$ cat config.mk
export PLATFORM = sky130hd
export DESIGN_NAME = cidr_port_intercept_classifier
export DESIGN_NICKNAME = d
export VERILOG_FILES = /design/src/design/cpic_pkg.sv /design/src/design/cidr_port_intercept_classifier.sv /design/src/design/cpic_front.sv /design/src/design/cpic_back.sv
export SDC_FILE = /design/constraint.sdc
export NUM_CORES = 2
export LEC_CHECK = 0
export ABC_AREA = 0
export BUFFER_PORTS_ARGS = -buffer_cell sky130_fd_sc_hd__clkbuf_2
export CAP_MARGIN = 10
export CORE_ASPECT_RATIO = 1.4
export CORE_MARGIN = 1.5
export CORE_UTILIZATION = 45
export CTS_CLUSTER_DIAMETER = 40
export DETAILED_ROUTE_END_ITERATION = 6
export GPL_ROUTABILITY_DRIVEN = 1
export PLACE_DENSITY_LB_ADDON = 0.15
export SLEW_MARGIN = 20
export SYNTH_ARGS = -nofsm -noshare
export SYNTH_HDL_FRONTEND = slang
export SYNTH_HIERARCHICAL = 1
export SYNTH_SLANG_ARGS = --single-unit
$ cat constraint.sdc
create_clock -name clk -period 18.4 [get_ports clk]
set_input_delay 1.84 -clock clk [delete_from_list [all_inputs] [get_ports clk]]
set_output_delay 1.84 -clock clk [all_outputs]
set_load 0.05 [all_outputs]
$ cat src/design/cpic_pkg.sv
package cpic_pkg;

    // Operation codes carried on the op field of an input transaction.
    localparam logic [1:0] OP_QUERY       = 2'd0;
    localparam logic [1:0] OP_WRITE_ADDR  = 2'd1;
    localparam logic [1:0] OP_WRITE_PORT  = 2'd2;
    localparam logic [1:0] OP_WRITE_PROTO = 2'd3;

    localparam logic [7:0] V4_MAX_PREFIX = 8'd32;
    localparam logic [7:0] V6_MAX_PREFIX = 8'd128;

    // Protocol code that skips the protocol check in a query.
    localparam logic [1:0] PROTO_ANY = 2'd0;

    typedef enum logic [1:0] {
        CMD_QUERY,
        CMD_WR_ADDR,
        CMD_WR_PORT,
        CMD_WR_PROTO
    } cmd_kind_t;

    typedef enum logic [1:0] {
        S_IDLE,
        S_WALK,
        S_DRAIN,
        S_DONE
    } state_t;

    // One decoded transaction as it travels from the front end to the engine.
    typedef struct packed {
        cmd_kind_t   kind;
        logic [3:0]  idx;
        logic        ent_valid;
        logic        fam;
        logic [63:0] hi;
        logic [63:0] lo;
        logic [7:0]  plen;
        logic [15:0] plo;
        logic [15:0] phi;
        logic [1:0]  proto;
    } cmd_t;

    function automatic logic [7:0] clamp_prefix(input logic [7:0] len, input logic fam);
        logic [7:0] lim;
        lim = fam ? V6_MAX_PREFIX : V4_MAX_PREFIX;
        return (len > lim) ? lim : len;
    endfunction

    // Network mask over the 128-bit address word for an already clamped length.
    // IPv4 uses the low 32 bits of the low word.
    function automatic logic [127:0] prefix_mask(input logic [7:0] len, input logic fam);
        logic [127:0] m6;
        logic [31:0]  m4;
        m6 = ~({128{1'b1}} >> len);
        m4 = ~({32{1'b1}} >> len);
        return fam ? m6 : {96'd0, m4};
    endfunction

endpackage

$ cat src/design/cidr_port_intercept_classifier.sv
// Address, port and protocol classifier. Each input transaction is either a
// table write (address prefix slot, port range slot or protocol slot) or a
// query; writes produce no result and each query produces exactly one result
// transaction, in order. A query matches when its protocol is allowed (code 0
// means any), when a valid address entry of the same family with a prefix no
// longer than the query's covers the query's masked address bits, and when a
// valid port range covers the queried port; the result carries the smallest
// prefix difference, the narrowest covering port width, and the two packed
// into score. A front end decodes transactions into a two-deep queue, so the
// input keeps flowing until that queue fills while the engine walks a table
// or while a result waits in the output register. A write is applied as it
// leaves the queue while the engine is idle. A query passes through the
// engine in order: it starts, reads each table slot from the address and
// port memories side by side through their single read ports, evaluates the
// last slot, and loads the output register once that register is free.
// Writes to a slot beyond a table's size are discarded. After reset all
// slots are invalid; no clearing pass is needed.
module cidr_port_intercept_classifier
    import cpic_pkg::*;
#(
    parameter int ADDR_ENTRIES  = 16,
    parameter int PORT_ENTRIES  = 16,
    parameter int PROTO_ENTRIES = 4
)
(
    input  logic        clk,
    input  logic        rst_n,
    input  logic        in_valid,
    output logic        in_stall,
    input  logic [1:0]  op,
    input  logic [3:0]  entry_index,
    input  logic        entry_valid,
    input  logic        family,
    input  logic [63:0] addr_hi,
    input  logic [63:0] addr_lo,
    input  logic [7:0]  prefix_len,
    input  logic [15:0] port_low,
    input  logic [15:0] port_high,
    input  logic [1:0]  protocol,
    output logic        out_valid,
    input  logic        out_stall,
    output logic        matched,
    output logic [7:0]  addr_score,
    output logic [15:0] port_score,
    output logic [23:0] score
);

    // Decoded command handed from the queue head to the engine.
    logic head_valid;
    cmd_t head;
    logic pop;

    cpic_front #(
        .ADDR_ENTRIES  (ADDR_ENTRIES),
        .PORT_ENTRIES  (PORT_ENTRIES),
        .PROTO_ENTRIES (PROTO_ENTRIES)
    ) u_front (
        .clk         (clk),
        .rst_n       (rst_n),
        .in_valid    (in_valid),
        .in_stall    (in_stall),
        .op          (op),
        .entry_index (entry_index),
        .entry_valid (entry_valid),
        .family      (family),
        .addr_hi     (addr_hi),
        .addr_lo     (addr_lo),
        .prefix_len  (prefix_len),
        .port_low    (port_low),
        .port_high   (port_high),
        .protocol    (protocol),
        .head_valid  (head_valid),
        .head        (head),
        .pop         (pop)
    );

    // The engine owns the tables, so writes and queries are applied strictly
    // in arrival order.
    cpic_back #(
        .ADDR_ENTRIES  (ADDR_ENTRIES),
        .PORT_ENTRIES  (PORT_ENTRIES),
        .PROTO_ENTRIES (PROTO_ENTRIES)
    ) u_back (
        .clk        (clk),
        .rst_n      (rst_n),
        .head_valid (head_valid),
        .head       (head),
        .pop        (pop),
        .out_valid  (out_valid),
        .out_stall  (out_stall),
        .matched    (matched),
        .addr_score (addr_score),
        .port_score (port_score),
        .score      (score)
    );

endmodule

$ cat src/design/cpic_front.sv
module cpic_front
    import cpic_pkg::*;
#(
    parameter int ADDR_ENTRIES  = 16,
    parameter int PORT_ENTRIES  = 16,
    parameter int PROTO_ENTRIES = 4
)
(
    input  logic        clk,
    input  logic        rst_n,
    input  logic        in_valid,
    output logic        in_stall,
    input  logic [1:0]  op,
    input  logic [3:0]  entry_index,
    input  logic        entry_valid,
    input  logic        family,
    input  logic [63:0] addr_hi,
    input  logic [63:0] addr_lo,
    input  logic [7:0]  prefix_len,
    input  logic [15:0] port_low,
    input  logic [15:0] port_high,
    input  logic [1:0]  protocol,
    output logic        head_valid,
    output cmd_t        head,
    input  logic        pop
);

    localparam int QDEPTH = 2;

    cmd_t       queue_reg [QDEPTH];
    logic       wr_ptr_reg, wr_ptr_next;
    logic       rd_ptr_reg, rd_ptr_next;
    logic [1:0] count_reg, count_next;

    cmd_t cmd;
    logic keep;
    logic accept;
    logic push;
    logic do_pop;

    // Classify the incoming transaction. Writes to a slot beyond a table are
    // dropped here and never reach the engine.
    always_comb
    begin
        cmd.idx       = entry_index;
        cmd.ent_valid = entry_valid;
        cmd.fam       = family;
        cmd.hi        = addr_hi;
        cmd.lo        = addr_lo;
        cmd.plen      = prefix_len;
        cmd.plo       = port_low;
        cmd.phi       = port_high;
        cmd.proto     = protocol;
        unique case (op)
            OP_QUERY:
            begin
                cmd.kind = CMD_QUERY;
                keep     = 1'b1;
                cmd.plen = clamp_prefix(prefix_len, family);
                if (!family)
                begin
                    cmd.lo = {32'd0, addr_lo[31:0]};
                end
            end
            OP_WRITE_ADDR:
            begin
                cmd.kind = CMD_WR_ADDR;
                keep     = int'(entry_index) < ADDR_ENTRIES;
            end
            OP_WRITE_PORT:
            begin
                cmd.kind = CMD_WR_PORT;
                keep     = int'(entry_index) < PORT_ENTRIES;
            end
            OP_WRITE_PROTO:
            begin
                cmd.kind = CMD_WR_PROTO;
                keep     = int'(entry_index) < PROTO_ENTRIES;
            end
            default:
            begin
                cmd.kind = CMD_QUERY;
                keep     = 1'b0;
            end
        endcase
    end

    assign in_stall   = (count_reg == 2'(QDEPTH));
    assign accept     = in_valid && !in_stall;
    assign push       = accept && keep;
    assign head_valid = (count_reg != 2'd0);
    assign do_pop     = pop && head_valid;
    assign head       = queue_reg[rd_ptr_reg];

    always_comb
    begin
        wr_ptr_next = push ? ~wr_ptr_reg : wr_ptr_reg;
        rd_ptr_next = do_pop ? ~rd_ptr_reg : rd_ptr_reg;
        count_next  = count_reg + 2'(push) - 2'(do_pop);
    end

    always_ff @(posedge clk or negedge rst_n)
    begin
        if (!rst_n)
        begin
            wr_ptr_reg <= 1'b0;
            rd_ptr_reg <= 1'b0;
            count_reg  <= 2'd0;
        end
        else
        begin
            wr_ptr_reg <= wr_ptr_next;
            rd_ptr_reg <= rd_ptr_next;
            count_reg  <= count_next;
        end
    end

    always_ff @(posedge clk)
    begin
        if (push)
        begin
            queue_reg[wr_ptr_reg] <= cmd;
        end
    end

endmodule

$ cat src/design/cpic_back.sv
module cpic_back
    import cpic_pkg::*;
#(
    parameter int ADDR_ENTRIES  = 16,
    parameter int PORT_ENTRIES  = 16,
    parameter int PROTO_ENTRIES = 4
)
(
    input  logic        clk,
    input  logic        rst_n,
    input  logic        head_valid,
    input  cmd_t        head,
    output logic        pop,
    output logic        out_valid,
    input  logic        out_stall,
    output logic        matched,
    output logic [7:0]  addr_score,
    output logic [15:0] port_score,
    output logic [23:0] score
);

    localparam int AW     = (ADDR_ENTRIES > 1) ? $clog2(ADDR_ENTRIES) : 1;
    localparam int PW     = (PORT_ENTRIES > 1) ? $clog2(PORT_ENTRIES) : 1;
    localparam int RW     = (PROTO_ENTRIES > 1) ? $clog2(PROTO_ENTRIES) : 1;
    localparam int WALK_N = (ADDR_ENTRIES > PORT_ENTRIES) ? ADDR_ENTRIES : PORT_ENTRIES;
    localparam int CW     = (WALK_N > 1) ? $clog2(WALK_N) : 1;

    // Table storage: address and port data in memories, valid bits and protocol codes in flip-flops.
    logic [63:0] a_hi_mem  [ADDR_ENTRIES];
    logic [63:0] a_lo_mem  [ADDR_ENTRIES];
    logic [7:0]  a_len_mem [ADDR_ENTRIES];
    logic        a_fam_mem [ADDR_ENTRIES];
    logic [15:0] p_lo_mem  [PORT_ENTRIES];
    logic [15:0] p_hi_mem  [PORT_ENTRIES];
    logic [ADDR_ENTRIES-1:0]  a_vld_reg;
    logic [PORT_ENTRIES-1:0]  p_vld_reg;
    logic [PROTO_ENTRIES-1:0] r_vld_reg;
    logic [1:0]               r_ent_reg [PROTO_ENTRIES];

    state_t state_reg, state_next;
    logic   start, rd_issue, load_out, out_free;
    logic   wr_addr, wr_port, wr_proto;

    logic [CW-1:0] cnt_reg;
    logic [AW-1:0] a_idx;
    logic [PW-1:0] p_idx;
    logic          a_in_range, p_in_range;

    // Query held for the duration of the walk.
    logic          q_fam_reg;
    logic [63:0]   q_hi_reg, q_lo_reg;
    logic [7:0]    q_len_reg;
    logic [15:0]   q_port_reg;
    logic          proto_ok_reg;
    logic          proto_hit;

    // Read stage.
    logic          eval_reg;
    logic          rd_a_vld_reg, rd_p_vld_reg;
    logic [63:0]   rd_a_hi_reg, rd_a_lo_reg;
    logic [7:0]    rd_a_len_reg;
    logic          rd_a_fam_reg;
    logic [15:0]   rd_p_lo_reg, rd_p_hi_reg;

    // Running best over the walk.
    logic          have_a_reg, have_p_reg;
    logic [7:0]    best_a_reg;
    logic [15:0]   best_p_reg;

    logic [7:0]    rlen, a_diff;
    logic [127:0]  a_mask;
    logic          a_hit, p_hit;
    logic [15:0]   p_diff;

    logic          out_valid_reg, matched_reg;
    logic [7:0]    addr_score_reg;
    logic [15:0]   port_score_reg;

    assign out_free = !out_valid_reg || !out_stall;

    always_comb
    begin
        state_next = state_reg;
        unique case (state_reg)
            S_IDLE:
            begin
                if (head_valid && head.kind == CMD_QUERY)
                begin
                    state_next = S_WALK;
                end
            end
            S_WALK:
            begin
                if (cnt_reg == CW'(WALK_N - 1))
                begin
                    state_next = S_DRAIN;
                end
            end
            S_DRAIN:
            begin
                state_next = S_DONE;
            end
            S_DONE:
            begin
                if (out_free)
                begin
                    state_next = S_IDLE;
                end
            end
            default:
            begin
                state_next = S_IDLE;
            end
        endcase
    end

    always_comb
    begin
        pop      = 1'b0;
        start    = 1'b0;
        wr_addr  = 1'b0;
        wr_port  = 1'b0;
        wr_proto = 1'b0;
        rd_issue = 1'b0;
        load_out = 1'b0;
        unique case (state_reg)
            S_IDLE:
            begin
                pop      = head_valid;
                start    = head_valid && head.kind == CMD_QUERY;
                wr_addr  = head_valid && head.kind == CMD_WR_ADDR;
                wr_port  = head_valid && head.kind == CMD_WR_PORT;
                wr_proto = head_valid && head.kind == CMD_WR_PROTO;
            end
            S_WALK:
            begin
                rd_issue = 1'b1;
            end
            S_DRAIN:
            begin
            end
            S_DONE:
            begin
                load_out = out_free;
            end
            default:
            begin
            end
        endcase
    end

    always_ff @(posedge clk or negedge rst_n)
    begin
        if (!rst_n)
        begin
            state_reg <= S_IDLE;
        end
        else
        begin
            state_reg <= state_next;
        end
    end

    // Protocol lookup is done in parallel over the small table at query start.
    always_comb
    begin
        proto_hit = (head.proto == PROTO_ANY);
        for (int i = 0; i < PROTO_ENTRIES; i++)
        begin
            if (r_vld_reg[i] && r_ent_reg[i] == head.proto)
            begin
                proto_hit = 1'b1;
            end
        end
    end

    assign a_in_range = int'(cnt_reg) < ADDR_ENTRIES;
    assign p_in_range = int'(cnt_reg) < PORT_ENTRIES;
    assign a_idx      = a_in_range ? AW'(cnt_reg) : '0;
    assign p_idx      = p_in_range ? PW'(cnt_reg) : '0;

    always_ff @(posedge clk)
    begin
        if (wr_addr)
        begin
            a_hi_mem[AW'(head.idx)]  <= head.hi;
            a_lo_mem[AW'(head.idx)]  <= head.lo;
            a_len_mem[AW'(head.idx)] <= head.plen;
            a_fam_mem[AW'(head.idx)] <= head.fam;
        end
        if (rd_issue)
        begin
            rd_a_hi_reg  <= a_hi_mem[a_idx];
            rd_a_lo_reg  <= a_lo_mem[a_idx];
            rd_a_len_reg <= a_len_mem[a_idx];
            rd_a_fam_reg <= a_fam_mem[a_idx];
        end
    end

    always_ff @(posedge clk)
    begin
        if (wr_port)
        begin
            p_lo_mem[PW'(head.idx)] <= head.plo;
            p_hi_mem[PW'(head.idx)] <= head.phi;
        end
        if (rd_issue)
        begin
            rd_p_lo_reg <= p_lo_mem[p_idx];
            rd_p_hi_reg <= p_hi_mem[p_idx];
        end
    end

    always_ff @(posedge clk)
    begin
        if (wr_proto)
        begin
            r_ent_reg[RW'(head.idx)] <= head.proto;
        end
        if (start)
        begin
            q_fam_reg  <= head.fam;
            q_hi_reg   <= head.hi;
            q_lo_reg   <= head.lo;
            q_len_reg  <= head.plen;
            q_port_reg <= head.plo;
        end
    end

    // Evaluate the entry read in the previous cycle.
    always_comb
    begin
        rlen   = clamp_prefix(rd_a_len_reg, q_fam_reg);
        a_mask = prefix_mask(rlen, q_fam_reg);
        a_diff = q_len_reg - rlen;
        a_hit  = rd_a_vld_reg && (rd_a_fam_reg == q_fam_reg) && (q_len_reg >= rlen)
                 && ((({q_hi_reg, q_lo_reg} ^ {rd_a_hi_reg, rd_a_lo_reg}) & a_mask) == '0);
        p_diff = rd_p_hi_reg - rd_p_lo_reg;
        p_hit  = rd_p_vld_reg && (rd_p_lo_reg <= q_port_reg) && (q_port_reg <= rd_p_hi_reg);
    end

    always_ff @(posedge clk or negedge rst_n)
    begin
        if (!rst_n)
        begin
            a_vld_reg      <= '0;
            p_vld_reg      <= '0;
            r_vld_reg      <= '0;
            cnt_reg        <= '0;
            eval_reg       <= 1'b0;
            rd_a_vld_reg   <= 1'b0;
            rd_p_vld_reg   <= 1'b0;
            have_a_reg     <= 1'b0;
            have_p_reg     <= 1'b0;
            best_a_reg     <= '0;
            best_p_reg     <= '0;
            proto_ok_reg   <= 1'b0;
            out_valid_reg  <= 1'b0;
            matched_reg    <= 1'b0;
            addr_score_reg <= '0;
            port_score_reg <= '0;
        end
        else
        begin
            if (wr_addr)
            begin
                a_vld_reg[AW'(head.idx)] <= head.ent_valid;
            end
            if (wr_port)
            begin
                p_vld_reg[PW'(head.idx)] <= head.ent_valid;
            end
            if (wr_proto)
            begin
                r_vld_reg[RW'(head.idx)] <= head.ent_valid;
            end

            eval_reg     <= rd_issue;
            rd_a_vld_reg <= rd_issue && a_in_range && a_vld_reg[a_idx];
            rd_p_vld_reg <= rd_issue && p_in_range && p_vld_reg[p_idx];

            if (start)
            begin
                cnt_reg      <= '0;
                have_a_reg   <= 1'b0;
                have_p_reg   <= 1'b0;
                best_a_reg   <= '0;
                best_p_reg   <= '0;
                proto_ok_reg <= proto_hit;
            end
            else
            begin
                if (rd_issue)
                begin
                    cnt_reg <= cnt_reg + 1'b1;
                end
                if (eval_reg && a_hit)
                begin
                    have_a_reg <= 1'b1;
                    if (!have_a_reg || a_diff < best_a_reg)
                    begin
                        best_a_reg <= a_diff;
                    end
                end
                if (eval_reg && p_hit)
                begin
                    have_p_reg <= 1'b1;
                    if (!have_p_reg || p_diff < best_p_reg)
                    begin
                        best_p_reg <= p_diff;
                    end
                end
            end

            if (load_out)
            begin
                out_valid_reg <= 1'b1;
                matched_reg   <= proto_ok_reg && have_a_reg && have_p_reg;
                if (proto_ok_reg && have_a_reg && have_p_reg)
                begin
                    addr_score_reg <= best_a_reg;
                    port_score_reg <= best_p_reg;
                end
                else
                begin
                    addr_score_reg <= '0;
                    port_score_reg <= '0;
                end
            end
            else if (out_valid_reg && !out_stall)
            begin
                out_valid_reg <= 1'b0;
            end
        end
    end

    assign out_valid  = out_valid_reg;
    assign matched    = matched_reg;
    assign addr_score = addr_score_reg;
    assign port_score = port_score_reg;
    assign score      = {addr_score_reg, port_score_reg};

    // The queue is only drained while the engine is idle.
    a_pop_idle: assert property (@(posedge clk) disable iff (!rst_n)
        pop |-> (state_reg == S_IDLE))
        else $error("command popped while engine busy");

    // A new result only appears after a finished walk.
    a_out_after_walk: assert property (@(posedge clk) disable iff (!rst_n)
        $rose(out_valid_reg) |-> ($past(state_reg) == S_DONE))
        else $error("result presented without a completed query");

    // A miss reports zero scores.
    a_miss_zero: assert property (@(posedge clk) disable iff (!rst_n)
        (out_valid_reg && !matched_reg) |-> (addr_score_reg == 8'd0 && port_score_reg == 16'd0))
        else $error("nonzero score on a miss");

    // The address difference can never exceed the longest IPv6 prefix.
    a_addr_bound: assert property (@(posedge clk) disable iff (!rst_n)
        have_a_reg |-> (best_a_reg <= V6_MAX_PREFIX))
        else $error("address score out of range");

endmodule

==> results.yml <==
finish:
  syn_to_final_growth_pct: 14.8
  drive_above_1_share_pct: 31.7
  final_util_pct: 51.9
  layout_commonest_cell: "edfxtp_1"
  fin_nets: 6709
  post-route-cell-area_mm2: 0.155
  mostFrequentLayoutCells: "3,390 x edfxtp_1, 855 x mux4_2, 402 x clkbuf_16"
power_and_ir_drop:
  p_leak_nw: 49.3
  total_power_mw: 25.6
  power_per_cell_area_mw_per_mm2: 165
  irDropWorstVdd_mv: 0.204
detailed_routing:
  ant_nets: 0
  avgViaCountPerCell: 5.92
  top_layer: "met4"
  drc_errors: 33
  wl_met3_um: 18800
  totalWireLength_um: 345000
  routedWlPerCell_um: 32.2
  met2_length_um: 176000
  drt_iter0_markers: 5692
  drt-pass1-iter-count: 7
  drt-met1-wl_um: 141000
  vias: 63375
placed_design:
  io_buffers: 232
  gp_congestion: 0.899
  hpwl_um: 184000
  postPlaceCellArea_mm2: 0.141
timing:
  maxSlewViolCount: 0
  fin_skew_ns: 0.0408
  worst_slew_pin_slew_ns: 1.24
  setup_viol: 0
  relSlewSlack_pct: 16.7
  fin_setup_tns_ns: 0
  whs_ns: 0.483
  finalHoldViolations: 0
  min_period_ns: 5.80
  period_share_pct: 31.5
  grt_setup_unrepaired: "no"
  fmax_mhz: 172
floorplan:
  fp-row-count: 237
  start_util_pct: 45.3
  die_h_um: 650
  fp.coreArea_mm2: 0.298
  die-area_mm2: 0.303
  io_pins: 233
  die_w_um: 465
setup_path:
  worstPathMaxFanout: 12
  critical_path.top_delay_family: "simple AND/OR/NAND/NOR gates"
  criticalPathCategory: "reg2reg"
  r2r_start: "u_back/q_fam_reg"
  reg2reg_depth: 17
  startpoint_type: "flop"
  slowest_stage: "edfxtp_1"
  r2r_setup_slack_ns: 12.60
  r2r_end: "u_back/best_a_reg[0]"
  critPathCaptureType: "flop"
  path_cells: "inv_1 > ha_1 > and4bb_1 > and2_4 > nor3_1 > a21oi_1 > ha_1 > o211ai_1 > nor2_1 > o311a_1 > o2111ai_1 > nor4_1 > nand4_1 > nor3_2 > o2111ai_2 > or3_1 > a21oi_1"
  arrival_ns: 6.60
  worst-path-buf-inv: 1
  max_stage_delay_ns: 0.73
  worstPathRequired_ns: 19.20
grt:
  gr-total-overflow: 0
  grt_pass1_wl_um: 492000
  antenna_found_initial: 10
  grt_usage_pct: 22.8
  grt_pass1_vias: 67108
  grt_max_degree: 142
hold_path:
  hp-start: "u_back/matched"
  holdPathEnd: "u_back/matched"
  holdPathStages: 1
  hp-class: "reg2reg"
logic_synthesis:
  synth-seq-cells: 3492
  syn_area_mm2: 0.135
  ys.flop_type: "edfxtp_1"
  synth_cell_types: 98
  yosysSeqAreaShare_pct: 77.4
  syn_inst: 5957
  async_reset_ff_share_pct: 2.92
  yosysWarnings: 6
  synth_edf_count: 3390
  synth_nets: 6229
  syn_area_per_cell_um2: 22.6
cts:
  cts.path.max_buffers: 4
  cts.repair.resized: 0
  tritoncts: "done"
  hold_buffers: 0
  cts.sinks: 3492
  cts_max_level: 5
  cts.clk_slew.worst_paths_ns: 0.06
  clockRootBuffer: "clkbuf_16"
  cts_made_buffers: 399
  cts_setup_buffers: 0
  clk_latency_ns: 0.91
outcome:
  violations: "DRC"
  run_status: "finished with violations"
flow_run:
  maxCapViolCount: 0
-- cell usage after synthesis, drive strengths merged (25+ instances only) --
library cell	number	area share, %
edfxtp	3390	76
mux4	855	14
mux2	215	1.8
clkbuf	176	0.49
nor2	121	0.34
buf	112	0.42
dfrtp	102	1.9
inv	98	0.27
a21oi	93	0.35
ha	88	0.82
xnor2	83	0.54
nand2	79	0.22
xor2	73	0.47
o21ai	59	0.22
nor2b	41	0.19
nand3	34	0.13
nor3	26	0.10
a22o	25	0.16
-- final cells by class --
cell class | instances | area, um2
well taps | 3943 | 4930
repair buffers | 367 | 2370
diodes | 8 | 20.0
clock inverters | 250 | 3080
inverters | 98 | 368
fillers | 23298 | 143000
multi-input cells | 2079 | 29100
clock buffers | 470 | 10400
flip-flops and latches | 3492 | 104000
-- routing by layer --
metal / global-route usage [%] / vias up
met5: 0 / -
met4: 5.90 / 0
met3: 3.24 / 527
met2: 38.7 / 2095
met1: 31.0 / 34763
li1: - / 25990
-- per-stage QoR --
| step | instances | setup slack (ns) |
|---|---|---|
| 2_1_floorplan | 5957 | 8.11 |
| 3_3_place_gp | 9977 | 12.62 |
| 3_5_place_dp | 9977 | 12.58 |
| 4_1_cts | 10697 | 12.57 |
| 5_1_grt | 10700 | 12.45 |
| 6_report | 10707 | 12.60 |
-- cells by family after synthesis --
kind of cell	count (synthesis)	share of synthesized area (%)
multiplexers	1092	16.3
AND/OR/NAND/NOR	400	1.51
AO/OA/AOI/OAI	340	1.74
flip-flops	3492	77.4
XOR/XNOR	156	1.01
adder cells (fa/ha/maj)	91	0.854
buffers and inverters	386	1.18
-- power breakdown --
group	internal (mW)	switching [mW]	total, mW
sequential	10.3	0.369	10.7
clock	4.86	3.23	8.09
combinational	2.73	4.11	6.83
-- how the worst max path moves through the flow --
stage / depth (start not counted) / slack, ns / start / end
detailed placement: 6 / 12.58 / u_back/a_idx[0] / u_back/rd_a_hi_reg[32]
floorplan: 3 / 8.11 / entry_index[2] / u_front/queue_reg[0][0]
global route: 17 / 12.45 / u_back/q_fam_reg / u_back/best_a_reg[0]
finish: 17 / 12.60 / u_back/q_fam_reg / u_back/best_a_reg[0]
global placement: 6 / 12.62 / u_back/a_idx[0] / u_back/rd_a_hi_reg[37]
CTS: 6 / 12.57 / u_back/a_idx[0] / u_back/rd_a_hi_reg[32]
Note: power is estimated with default switching activity, not from simulation.
